`config.mk`:
```
export PLATFORM = sky130hd
export DESIGN_NAME = prim_mst_adjacency_matrix
export DESIGN_NICKNAME = d
export VERILOG_FILES = /design/src/rtl/core/pmst_pkg.sv /design/src/rtl/core/prim_mst_adjacency_matrix.sv /design/src/rtl/core/pmst_ram.sv /design/src/rtl/core/pmst_ctrl.sv /design/src/rtl/core/pmst_dpath.sv
export SDC_FILE = /design/constraint.sdc
export NUM_CORES = 1
export LEC_CHECK = 0
export ABC_AREA = 1
export BUFFER_PORTS_ARGS = -buffer_cell sky130_fd_sc_hd__buf_2
export CORE_MARGIN = 2
export CORE_UTILIZATION = 63
export CTS_CLUSTER_SIZE = 25
export DETAILED_ROUTE_END_ITERATION = 10
export PLACE_DENSITY = 0.81
export SETUP_SLACK_MARGIN = 0.4
export SYNTH_ARGS = -nofsm -noshare
export SYNTH_HDL_FRONTEND = slang
export SYNTH_SLANG_ARGS = --single-unit
export TNS_END_PERCENT = 20
```
`constraint.sdc`:
```
create_clock -name clk -period 3.22 [get_ports clk]
set_input_delay 0.644 -clock clk [delete_from_list [all_inputs] [get_ports clk]]
set_output_delay 0.644 -clock clk [all_outputs]
set_load 0.05 [all_outputs]
```
`src/rtl/core/pmst_pkg.sv`:
```
// Shared types and constants of the Prim spanning tree block.
// Holds the item structs, the controller state enum and the command/status structs.
// No dependencies.
package pmst_pkg;

	// Matrix size and heaviest usable weight plus one
	localparam int NUM_VERTICES = 8;
	localparam int WEIGHT_LIMIT = 32000;

	// Derived widths
	localparam int VW    = $clog2(NUM_VERTICES);
	localparam int DEPTH = NUM_VERTICES * NUM_VERTICES;
	localparam int AW    = $clog2(DEPTH);
	localparam int EW    = $clog2(NUM_VERTICES);

	// Request codes
	localparam logic REQ_LOAD  = 1'b0;
	localparam logic REQ_START = 1'b1;

	typedef struct packed {
		logic              req_type;
		logic [5:0]        row;
		logic [5:0]        col;
		logic signed [15:0] weight;
		logic [5:0]        start_vertex;
	} req_t;

	typedef struct packed {
		logic [5:0]  edge_from;
		logic [5:0]  edge_to;
		logic [14:0] edge_weight;
		logic        last;
		logic        not_connected;
	} result_t;

	typedef enum logic [1:0] {
		ST_IDLE,
		ST_SCAN,
		ST_DRAIN,
		ST_EMIT
	} state_t;

	// Controller to datapath
	typedef struct packed {
		logic load_we;
		logic run_init;
		logic scan_rd;
		logic emit;
	} cmd_t;

	// Datapath to controller
	typedef struct packed {
		logic load_ok;
		logic run_ok;
		logic scan_end;
		logic found;
		logic final_edge;
	} status_t;

endpackage

```
`src/rtl/core/prim_mst_adjacency_matrix.sv`:
```
// Prim minimum spanning tree over an N by N weight matrix held in a RAM. A load
// transaction (req_type 0) writes one matrix word; busy stays low. A start
// transaction (req_type 1) raises busy and grows the tree: each step scans all N*N
// words through the single RAM read port, one word per cycle, then commits the
// lightest edge. Each chosen edge appears on result for one cycle with result_valid
// high; the receiver cannot stall, so it must take every strobe. A disconnected
// graph ends the run with one flagged result. Every matrix word must be written
// before a start. Depends on pmst_pkg, pmst_ctrl and pmst_dpath.
module prim_mst_adjacency_matrix (
	input  logic              clk,
	input  logic              arst_n,
	input  logic              start,
	output logic              busy,
	input  pmst_pkg::req_t    item,
	output logic              result_valid,
	output pmst_pkg::result_t result
);
	import pmst_pkg::*;

	cmd_t    cmd;
	status_t status;

	pmst_ctrl u_ctrl (
		.clk   (clk),
		.arst_n(arst_n),
		.start (start),
		.status(status),
		.cmd   (cmd),
		.busy  (busy)
	);

	pmst_dpath u_dpath (
		.clk         (clk),
		.arst_n      (arst_n),
		.item        (item),
		.cmd         (cmd),
		.status      (status),
		.result      (result),
		.result_valid(result_valid)
	);

	// A flagged result always closes the run and carries no edge
	a_nc_last: assert property (@(posedge clk) disable iff (!arst_n)
		result_valid && result.not_connected |-> result.last && result.edge_weight == 15'd0)
		else $error("flagged result without last or with weight");

	// An accepted in-range start makes the block busy
	a_start_busy: assert property (@(posedge clk) disable iff (!arst_n)
		start && !busy && item.req_type == REQ_START &&
		item.start_vertex < 6'(NUM_VERTICES) |=> busy)
		else $error("run start not taken");

	// Every result strobe follows a commit step of the controller
	a_emit_strobe: assert property (@(posedge clk) disable iff (!arst_n)
		result_valid |-> $past(cmd.emit))
		else $error("result strobe without commit");

	// Loads never reach the RAM while a run is active
	a_load_idle: assert property (@(posedge clk) disable iff (!arst_n)
		cmd.load_we |-> !busy && !cmd.run_init)
		else $error("load during run");

endmodule

```
`src/rtl/core/pmst_ram.sv`:
```
// Generic single-port-write, single-port-read RAM with registered read data.
// Standalone; no package dependency.
module pmst_ram #(
	parameter int WIDTH = 16,
	parameter int DEPTH = 64
) (
	input  logic                     clk,
	input  logic                     we,
	input  logic [$clog2(DEPTH)-1:0] waddr,
	input  logic [WIDTH-1:0]         wdata,
	input  logic [$clog2(DEPTH)-1:0] raddr,
	output logic [WIDTH-1:0]         rdata
);

	logic [WIDTH-1:0] mem [DEPTH];

	// Write one word, register the read word
	always_ff @(posedge clk) begin
		if (we) begin
			mem[waddr] <= wdata;
		end
		rdata <= mem[raddr];
	end

endmodule

```
`src/rtl/core/pmst_ctrl.sv`:
```
// Controller state machine of the Prim spanning tree block.
// Depends on pmst_pkg for the state enum and the command/status structs.
module pmst_ctrl (
	input  logic              clk,
	input  logic              arst_n,
	input  logic              start,
	input  pmst_pkg::status_t status,
	output pmst_pkg::cmd_t    cmd,
	output logic              busy
);
	import pmst_pkg::*;

	state_t state_q;
	state_t state_d;

	// Hold the current state
	always_ff @(posedge clk or negedge arst_n) begin
		if (!arst_n) begin
			state_q <= ST_IDLE;
		end else begin
			state_q <= state_d;
		end
	end

	// Next state
	always_comb begin
		state_d = state_q;
		unique case (state_q)
			ST_IDLE: begin
				if (start && status.run_ok) begin
					state_d = ST_SCAN;
				end
			end
			ST_SCAN: begin
				if (status.scan_end) begin
					state_d = ST_DRAIN;
				end
			end
			ST_DRAIN: begin
				state_d = ST_EMIT;
			end
			ST_EMIT: begin
				if (!status.found || status.final_edge) begin
					state_d = ST_IDLE;
				end else begin
					state_d = ST_SCAN;
				end
			end
			default: begin
				state_d = ST_IDLE;
			end
		endcase
	end

	// Commands
	always_comb begin
		cmd  = '0;
		busy = 1'b1;
		unique case (state_q)
			ST_IDLE: begin
				busy         = 1'b0;
				cmd.load_we  = start && status.load_ok;
				cmd.run_init = start && status.run_ok;
			end
			ST_SCAN: begin
				cmd.scan_rd = 1'b1;
			end
			ST_DRAIN: begin
				cmd = '0;
			end
			ST_EMIT: begin
				cmd.emit = 1'b1;
			end
			default: begin
				cmd = '0;
			end
		endcase
	end

endmodule

```
`src/rtl/core/pmst_dpath.sv`:
```
// Datapath of the Prim spanning tree block: weight matrix, scan counters,
// running minimum, visited mask and result register. Depends on pmst_pkg and pmst_ram.
module pmst_dpath (
	input  logic              clk,
	input  logic              arst_n,
	input  pmst_pkg::req_t    item,
	input  pmst_pkg::cmd_t    cmd,
	output pmst_pkg::status_t status,
	output pmst_pkg::result_t result,
	output logic              result_valid
);
	import pmst_pkg::*;

	localparam logic [14:0] WLIM = 15'(WEIGHT_LIMIT);

	logic [AW-1:0]           waddr;
	logic [15:0]             rd_data;
	logic [AW-1:0]           addr_q;
	logic [VW-1:0]           i_q;
	logic [VW-1:0]           j_q;
	logic [VW-1:0]           i_s1;
	logic [VW-1:0]           j_s1;
	logic                    v_s1;
	logic [NUM_VERTICES-1:0] visited_q;
	logic [14:0]             best_w_q;
	logic [VW-1:0]           best_from_q;
	logic [VW-1:0]           best_to_q;
	logic                    found_q;
	logic [EW-1:0]           edges_q;
	logic                    take;
	result_t                 result_q;
	logic                    result_valid_q;

	// Matrix word address of a load
	assign waddr = AW'(item.row[VW-1:0]) * AW'(NUM_VERTICES) + AW'(item.col[VW-1:0]);

	pmst_ram #(
		.WIDTH(16),
		.DEPTH(DEPTH)
	) u_ram (
		.clk  (clk),
		.we   (cmd.load_we),
		.waddr(waddr),
		.wdata(item.weight),
		.raddr(addr_q),
		.rdata(rd_data)
	);

	// Range checks and scan status
	always_comb begin
		status.load_ok    = (item.req_type == REQ_LOAD) &&
		                    (item.row < 6'(NUM_VERTICES)) && (item.col < 6'(NUM_VERTICES));
		status.run_ok     = (item.req_type == REQ_START) &&
		                    (item.start_vertex < 6'(NUM_VERTICES));
		status.scan_end   = addr_q == AW'(DEPTH - 1);
		status.found      = found_q;
		status.final_edge = edges_q == EW'(NUM_VERTICES - 2);
	end

	// Accept a word that beats the running minimum on a visited-to-unvisited edge
	assign take = v_s1 && !rd_data[15] && (rd_data != 16'd0) && (rd_data[14:0] < best_w_q) &&
	              visited_q[i_s1] && !visited_q[j_s1];

	// Scan, track the minimum, commit each step
	always_ff @(posedge clk or negedge arst_n) begin
		if (!arst_n) begin
			addr_q         <= '0;
			i_q            <= '0;
			j_q            <= '0;
			i_s1           <= '0;
			j_s1           <= '0;
			v_s1           <= 1'b0;
			visited_q      <= '0;
			best_w_q       <= '0;
			best_from_q    <= '0;
			best_to_q      <= '0;
			found_q        <= 1'b0;
			edges_q        <= '0;
			result_valid_q <= 1'b0;
		end else begin
			v_s1           <= cmd.scan_rd;
			i_s1           <= i_q;
			j_s1           <= j_q;
			result_valid_q <= cmd.emit;

			if (cmd.run_init) begin
				visited_q <= {{(NUM_VERTICES - 1){1'b0}}, 1'b1} << item.start_vertex[VW-1:0];
				edges_q   <= '0;
				addr_q    <= '0;
				i_q       <= '0;
				j_q       <= '0;
				best_w_q  <= WLIM;
				found_q   <= 1'b0;
			end

			// Advance the row-major scan
			if (cmd.scan_rd) begin
				addr_q <= addr_q + AW'(1);
				if (j_q == VW'(NUM_VERTICES - 1)) begin
					j_q <= '0;
					i_q <= i_q + VW'(1);
				end else begin
					j_q <= j_q + VW'(1);
				end
			end

			if (take) begin
				best_w_q    <= rd_data[14:0];
				best_from_q <= i_s1;
				best_to_q   <= j_s1;
				found_q     <= 1'b1;
			end

			// Add the chosen vertex and rewind for the next step
			if (cmd.emit) begin
				if (found_q) begin
					visited_q[best_to_q] <= 1'b1;
					edges_q              <= edges_q + EW'(1);
				end
				addr_q   <= '0;
				i_q      <= '0;
				j_q      <= '0;
				best_w_q <= WLIM;
				found_q  <= 1'b0;
			end
		end
	end

	// Result payload
	always_ff @(posedge clk) begin
		if (cmd.emit) begin
			if (found_q) begin
				result_q.edge_from     <= 6'(best_from_q);
				result_q.edge_to       <= 6'(best_to_q);
				result_q.edge_weight   <= best_w_q;
				result_q.last          <= status.final_edge;
				result_q.not_connected <= 1'b0;
			end else begin
				result_q.edge_from     <= '0;
				result_q.edge_to       <= '0;
				result_q.edge_weight   <= '0;
				result_q.last          <= 1'b1;
				result_q.not_connected <= 1'b1;
			end
		end
	end

	assign result       = result_q;
	assign result_valid = result_valid_q;

endmodule
```
==> flow_summary.toml, run 1 <==
[worst_setup_path]
cpMostUsedCell = "nand3_1"
cp_max_fo = 52
critPathLaunchType = "flip-flop"
critical-path-slowest-cell = "dfrtp_4"
worstPathCellList = "inv_8 -> buf_4 -> nand2_1 -> nand3_1 -> nand3_1 -> nand2_1 -> nand2_1 -> nand3_1 -> nand3_1 -> o21ai_1"
cp.required_ns = 3.77
max_stage_delay_ns = 0.59
crit_family = "simple AND/OR/NAND/NOR gates"
crit_arrival_ns = 3.29
crit_buf_inv = 2
critPathCaptureType = "flip-flop"
worstSetupPathType = "flip-flop to flip-flop"

[detailed_routing]
drc_errors = 0
drt_pass1_iterations = 8
wirelength_mm = 118.3
ant_nets = 0
wl_per_cell_um = 23.31
drt_iter0_markers = 5225
viasPerCell = 6.164
via_count = 31275

[clock_network]
hold_buffers = 0
htreeDepth = 3
root_buffer = "clkbuf_16"
clk_latency_ns = 0.69
numClockSinks = 1118
cts_buffers = 107
clk_path_buf_depth = 3
clk_pin_slew_worst_paths_ns = 0.06
cts_tree = "done"

[timing]
setup_viol = 0
rsz0062_at_grt = "false"
finalHoldViolCount = 0
maxSlewHeadroom = 0.3164
fmax_mhz = 365.0
period_needed_ns = 2.740
maxSlewViolCount = 0
period_share = 0.8509
skew_ns = 0.03367
tightest_slew_ns = 1.025
final.setup.tns_ns = 0

[floorplanning]
io_pins = 69
core_region_area_mm2 = 0.07173
start_util = 0.6387
die_y_um = 273.7
die_x_um = 273.7
core.rowCount = 98
die_area_mm2 = 0.07490

[synth]
netlist_area_mm2 = 0.04582
ys.flop_type = "edfxtp_1"
ys_types = 33
async_flop_share = 0.04919
synth.avg_cell_area_um2 = 11.62
yosys_warnings = 0
ys_ff_latch = 1118
yosysSeqAreaShare = 0.7233
synth_edf_count = 1047
synthCells = 3944

[pwr]
combPwrFrac = 0.015
vdd_drop_max_v = 0.0005404
clkPwrFrac = 0.428
p_sw_mw = 5.670
internal_power_mw = 22.82
switching_share = 0.1990
power_frac_seq = 0.557
power.density_mw_per_mm2 = 559.7
leakagePower_nw = 19.01

[placed_design]
place_hpwl_mm = 70.63
numPortBuffers = 62
gp_congestion = 0.9556
placed_cell_area_mm2 = 0.04751

[global_route]
grt_pass1_vias = 29674
grt_pass1_wl_mm = 176.4
grt_usage = 0.3170
grt_max_degree = 132
antenna_found_initial = 1
overflow = 0

[final_layout]
fin_util = 0.7098
syn_to_final_growth_pct = 11.13
final_nets = 4097
stdcell_area_mm2 = 0.05091
fillers = 4586
diodes = 0
layout-drive-gt1-share = 0.09239

[flow_run]
maxCapViolations = 0

[hold_path]
hp-class = "primary input to asynchronous set/reset pin"

[status]
status = "finished, final reports clean"
==> cells in the mapped netlist, types with 3 or more instances <==
cell         n  area, um2
buf_2      129      645.6
inv_1      148      555.5
o221ai_1     6      52.55
nand3_1    777       3889
buf_6       12      135.1
ha_1        24      300.3
o22ai_1     19      118.9
edfxtp_1  1047      31440
o21ai_1     30      150.1
dfrtp_1     55       1376
nand4_1      9      56.30
o21ai_0     99      495.5
nor2_1     122      457.9
clkbuf_1    32      120.1
buf_1       17      63.81
nand2_1   1236       4639
nor3_1       3      15.01
buf_4       45      337.8
inv_2        6      22.52
a21oi_1     89      445.4
o211ai_1     7      52.55
dfxtp_1     16      320.3
==> cells by family (layout without fill, tap and decap cells) <==
kind of cell	Yosys count	after routing	synth area share
XOR/XNOR	2	2	0.0003824
other	1	6	0.00008185
AO/OA/AOI/OAI	255	255	0.02952
adder cells (fa/ha/maj)	24	24	0.006554
flip-flops	1118	1118	0.7233
AND/OR/NAND/NOR	2152	2152	0.1987
buffers and inverters	392	567	0.04154
==> power by group through the flow <==
| stage | Combinational, mW | Sequential (mW) | Clock, mW |
|---|---|---|---|
| finish | 0.427 | 15.9 | 12.2 |
| floorplan | 0.0342 | 16.2 | 0 |
| global route | 0.436 | 15.9 | 12.8 |
| global placement | 0.407 | 16.2 | 0 |
| CTS | 0.414 | 15.9 | 12.3 |
| detailed placement | 0.413 | 16.2 | 0 |
==> worst paths after layout <==
kind,from,endpoint,slack [ns],cells past startpoint
worst max-delay path,u_dpath.addr_q[0],u_dpath.u_ram.rdata[12],0.48,10
worst min-delay path,arst_n,u_dpath.result_valid,0.08,2
worst max register to register,u_dpath.addr_q[0],u_dpath.u_ram.rdata[12],0.48,10
worst min register to register,u_dpath.i_q[2],u_dpath.i_s1[2],0.39,0
max in group asynchronous,arst_n,u_dpath.addr_q[2],2.59,2
min in group clk,item[2],u_dpath.visited_q[3],0.26,2
==> state kept, by name, summed over array words and instances, names as in the netlist <==
signal / flops
u_dpath.result_valid: 1
u_dpath.j_s1: 3
u_dpath.u_ram.mem: 1024
u_dpath.best_to_q: 3
u_dpath.best_w_q: 15
u_dpath.edges_q: 3
u_dpath.visited_q: 8
u_dpath.j_q: 3
u_dpath.found_q: 1
u_dpath.addr_q: 6
u_dpath.i_q: 3
u_dpath.result: 23
u_dpath.v_s1: 1
u_dpath.u_ram.rdata: 16
u_ctrl.state_q: 2
u_dpath.i_s1: 3
u_dpath.best_from_q: 3
==> per-stage QoR <==
step	worst slack, ns	instances	hold slack, ns	total power [mW]
2_1_floorplan	0.6641	3949	0.3484	16.22
3_3_place_gp	0.1533	4875	0.3581	16.58
3_5_place_dp	0.03696	4875	0.3699	16.59
4_1_cts	0.4223	5073	0.1087	28.55
5_1_grt	0.4309	5074	0.1425	29.13
6_report	0.4802	5074	0.08089	28.50
==> area by class of cell <==
type	count	area (um2)	share of cell area
inverters	156	600.6	0.01180
multi-input cells	2439	10800	0.2122
clock inverters	63	588.1	0.01155
repair buffers	213	1782	0.03499
flip-flops and latches	1118	33150	0.6511
well taps	950	1189	0.02335
clock buffers	135	2804	0.05507
==> layout by cell type, fill, tap and decap left out, types with 2 or more instances in the layout <==
cell type	netlist	layout
a21oi_1	89	89
nand2_1	1236	1236
clkinvlp_4	0	8
inv_6	0	5
buf_4	45	124
ha_1	24	24
nand4_1	9	9
buf_12	0	27
bufinv_16	0	9
buf_2	129	62
xor2_1	2	2
dfrtp_1	55	51
clkbuf_1	32	27
nor3_1	3	3
o21ai_0	99	99
dfrtp_4	0	3
clkinv_2	0	17
o211ai_1	7	7
o21ai_1	30	30
dfxtp_1	16	16
nand3_1	777	776
o21a_1	2	2
clkinv_1	2	22
clkinv_4	0	3
conb_1	1	6
nor2_1	122	121
inv_1	148	147
edfxtp_1	1047	1047
nand3_2	2	3
inv_2	6	4
o22ai_1	19	19
o221ai_1	6	6
a22oi_1	2	2
clkbuf_16	0	108
==> metal layers <==
layer | wire length [um] | vias to the layer above | global-route usage
met5 | 0 | - | 0
met4 | 6003 | 0 | 0.1462
met3 | 14810 | 339 | 0.07254
met2 | 54790 | 2236 | 0.4956
met1 | 42660 | 14756 | 0.4279
li1 | - | 13944 | -
==> what timing repair did <==
| item | in CTS | in global routing |
|---|---|---|
| setup endpoints to repair | 120 | 437 |
| resized for setup | 1 | 1 |
| pin swaps | 0 | 1 |
| setup buffers | 0 | 1 |
(Power assumes the default switching activity.)
==> run 2: changes to the inputs <==
- CTS_BUF_LIST: unset -> sky130_fd_sc_hd__clkbuf_16
==> flow_summary.toml, run 2 (synthesized netlist as in run 1, its figures left out) <==
[floorplanning]
core_region_area_mm2 = 0.07173
die_x_um = 273.7
die_area_mm2 = 0.07490
start_util = 0.6387
die_y_um = 273.7
core.rowCount = 98
io_pins = 69

[worst_setup_path]
crit_arrival_ns = 3.35
critPathCaptureType = "flip-flop"
crit_buf_inv = 2
reg2reg_slack_ns = 0.48
critPathLaunchType = "flip-flop"
worstPathCellList = "buf_12 -> buf_4 -> nand2_1 -> nand3_1 -> nand3_1 -> nand2_1 -> nand2_1 -> nand3_1 -> nand3_1 -> nand2_1"
r2r-end = "u_dpath.u_ram.rdata[5]"
rr_worst_depth = 10
max_stage_delay_ns = 0.58
cp.required_ns = 3.82
critical-path-slowest-cell = "dfrtp_4"
crit_family = "simple AND/OR/NAND/NOR gates"
timing.rr.start = "u_dpath.addr_q[0]"
cp_max_fo = 106
worstSetupPathType = "flip-flop to flip-flop"

[timing]
skew_ns = 0.03289
tightest_slew_ns = 1.043
finalWorstSetupSlack_ns = 0.4753
setup_viol = 0
final.setup.tns_ns = 0
maxSlewViolCount = 0
period_share = 0.8524
period_needed_ns = 2.745
finalHoldViolCount = 0
maxSlewHeadroom = 0.3047
rsz0062_at_grt = "false"
fmax_mhz = 364.3

[detailed_routing]
wl_per_cell_um = 23.35
drc_errors = 0
drt_iter0_markers = 5308
ant_nets = 0
via_count = 31345
drt_pass1_iterations = 7
wirelength_mm = 118.5
viasPerCell = 6.178

[clock_network]
clk_latency_ns = 0.69
numClockSinks = 1118
cts_tree = "done"
cts_buffers = 107
clk_pin_slew_worst_paths_ns = 0.06
root_buffer = "clkbuf_16"
htreeDepth = 3
hold_buffers = 0
clk_path_buf_depth = 3

[pwr]
power_frac_seq = 0.558
internal_power_mw = 22.74
combPwrFrac = 0.015
vdd_drop_max_v = 0.0005411
p_sw_mw = 5.682
switching_share = 0.1999
clkPwrFrac = 0.427
power.density_mw_per_mm2 = 558.2
leakagePower_nw = 19.12

[placed_design]
place_ws_ns = 0.03696
dp.cells = 4875
numPortBuffers = 62
place_hpwl_mm = 70.63
gp_congestion = 0.9556

[global_route]
grt_usage = 0.3170
grt_pass1_wl_mm = 176.4
grt_pass1_vias = 29677
antenna_found_initial = 1
overflow = 0
grt_max_degree = 132

[flow_run]
maxCapViolations = 0

[final_layout]
layout_commonest_cell = "nand2_1"
syn_to_final_growth_pct = 11.13
final_cell_mix = "nand2_1, edfxtp_1, nand3_1, inv_1, buf_4"
top_register = "u_dpath.u_ram.mem"
layout-drive-gt1-share = 0.09239
final_nets = 4097
final_cells = 5074
largest_register_ffs = 1024
diodes = 0

[status]
status = "finished, final reports clean"

[hold_path]
hp-class = "primary input to asynchronous set/reset pin"
[run 2: repair_timing]
item | CTS | global route
pin swaps | 0 | 1
resized for setup | 1 | 1
setup buffers | 0 | 1
endpoints found under the setup margin | 120 | 437
gates cloned | 0 | 0
[run 2: stage by stage]
stage	hold slack, ns	power (mW)	instance area [um2]	utilization
final	0.08293	28.42	50910	0.7098
after global routing	0.1425	29.05	50910	0.7098
after CTS	0.1087	28.47	50900	0.7096
after detailed placement	0.3699	16.59	47510	0.6623
after global placement	0.3581	16.58	47510	0.6623
after floorplan	0.3484	16.22	45830	-
[run 2: how the worst max path moves through the flow]
stage | startpoint | to | cells after the start
2_1_floorplan | item[34] | u_dpath.u_ram.mem[0][0] | 5
3_3_place_gp | item[34] | u_dpath.u_ram.mem[14][4] | 8
3_5_place_dp | item[34] | u_dpath.u_ram.mem[38][14] | 8
4_1_cts | u_ctrl.state_q[0] | u_dpath.u_ram.mem[38][5] | 8
5_1_grt | u_dpath.addr_q[0] | u_dpath.u_ram.rdata[5] | 10
6_report | u_dpath.addr_q[0] | u_dpath.u_ram.rdata[5] | 10
[run 2: worst register-to-register path, delay by kind of cell (launching register included)]
family,cells,cell delay [ns]
and+or+nand+nor,8,1.22
buffers and inverters,2,0.87
DFF,1,0.58
[run 2: final cells by class]
cell class / instances / area, um2
timing repair buffer: 213 / 1782
sequential: 1118 / 33150
clock buffer: 108 / 2703
clock inverter: 90 / 689.4
inverter: 156 / 600.6
fill: 4586 / 20820
multi-input combinational: 2439 / 10800
tap: 950 / 1189
[run 2: routing by layer]
layer  vias up  track usage  part of all wire
met4         0       0.1462             0.049
met3       337      0.07254              0.12
met2      2284       0.4956              0.46
met1     14784       0.4279              0.36
met5         -            0                 0
li1      13940            -                 -
[run 2: power by group through the flow]
| stage | clock, mW | sequential, mW | combinational [mW] |
|---|---|---|---|
| floorplan | 0 | 16.2 | 0.0342 |
| global placement | 0 | 16.2 | 0.407 |
| detailed placement | 0 | 16.2 | 0.413 |
| CTS | 12.2 | 15.9 | 0.414 |
| global route | 12.8 | 15.9 | 0.436 |
| finish | 12.1 | 15.9 | 0.428 |
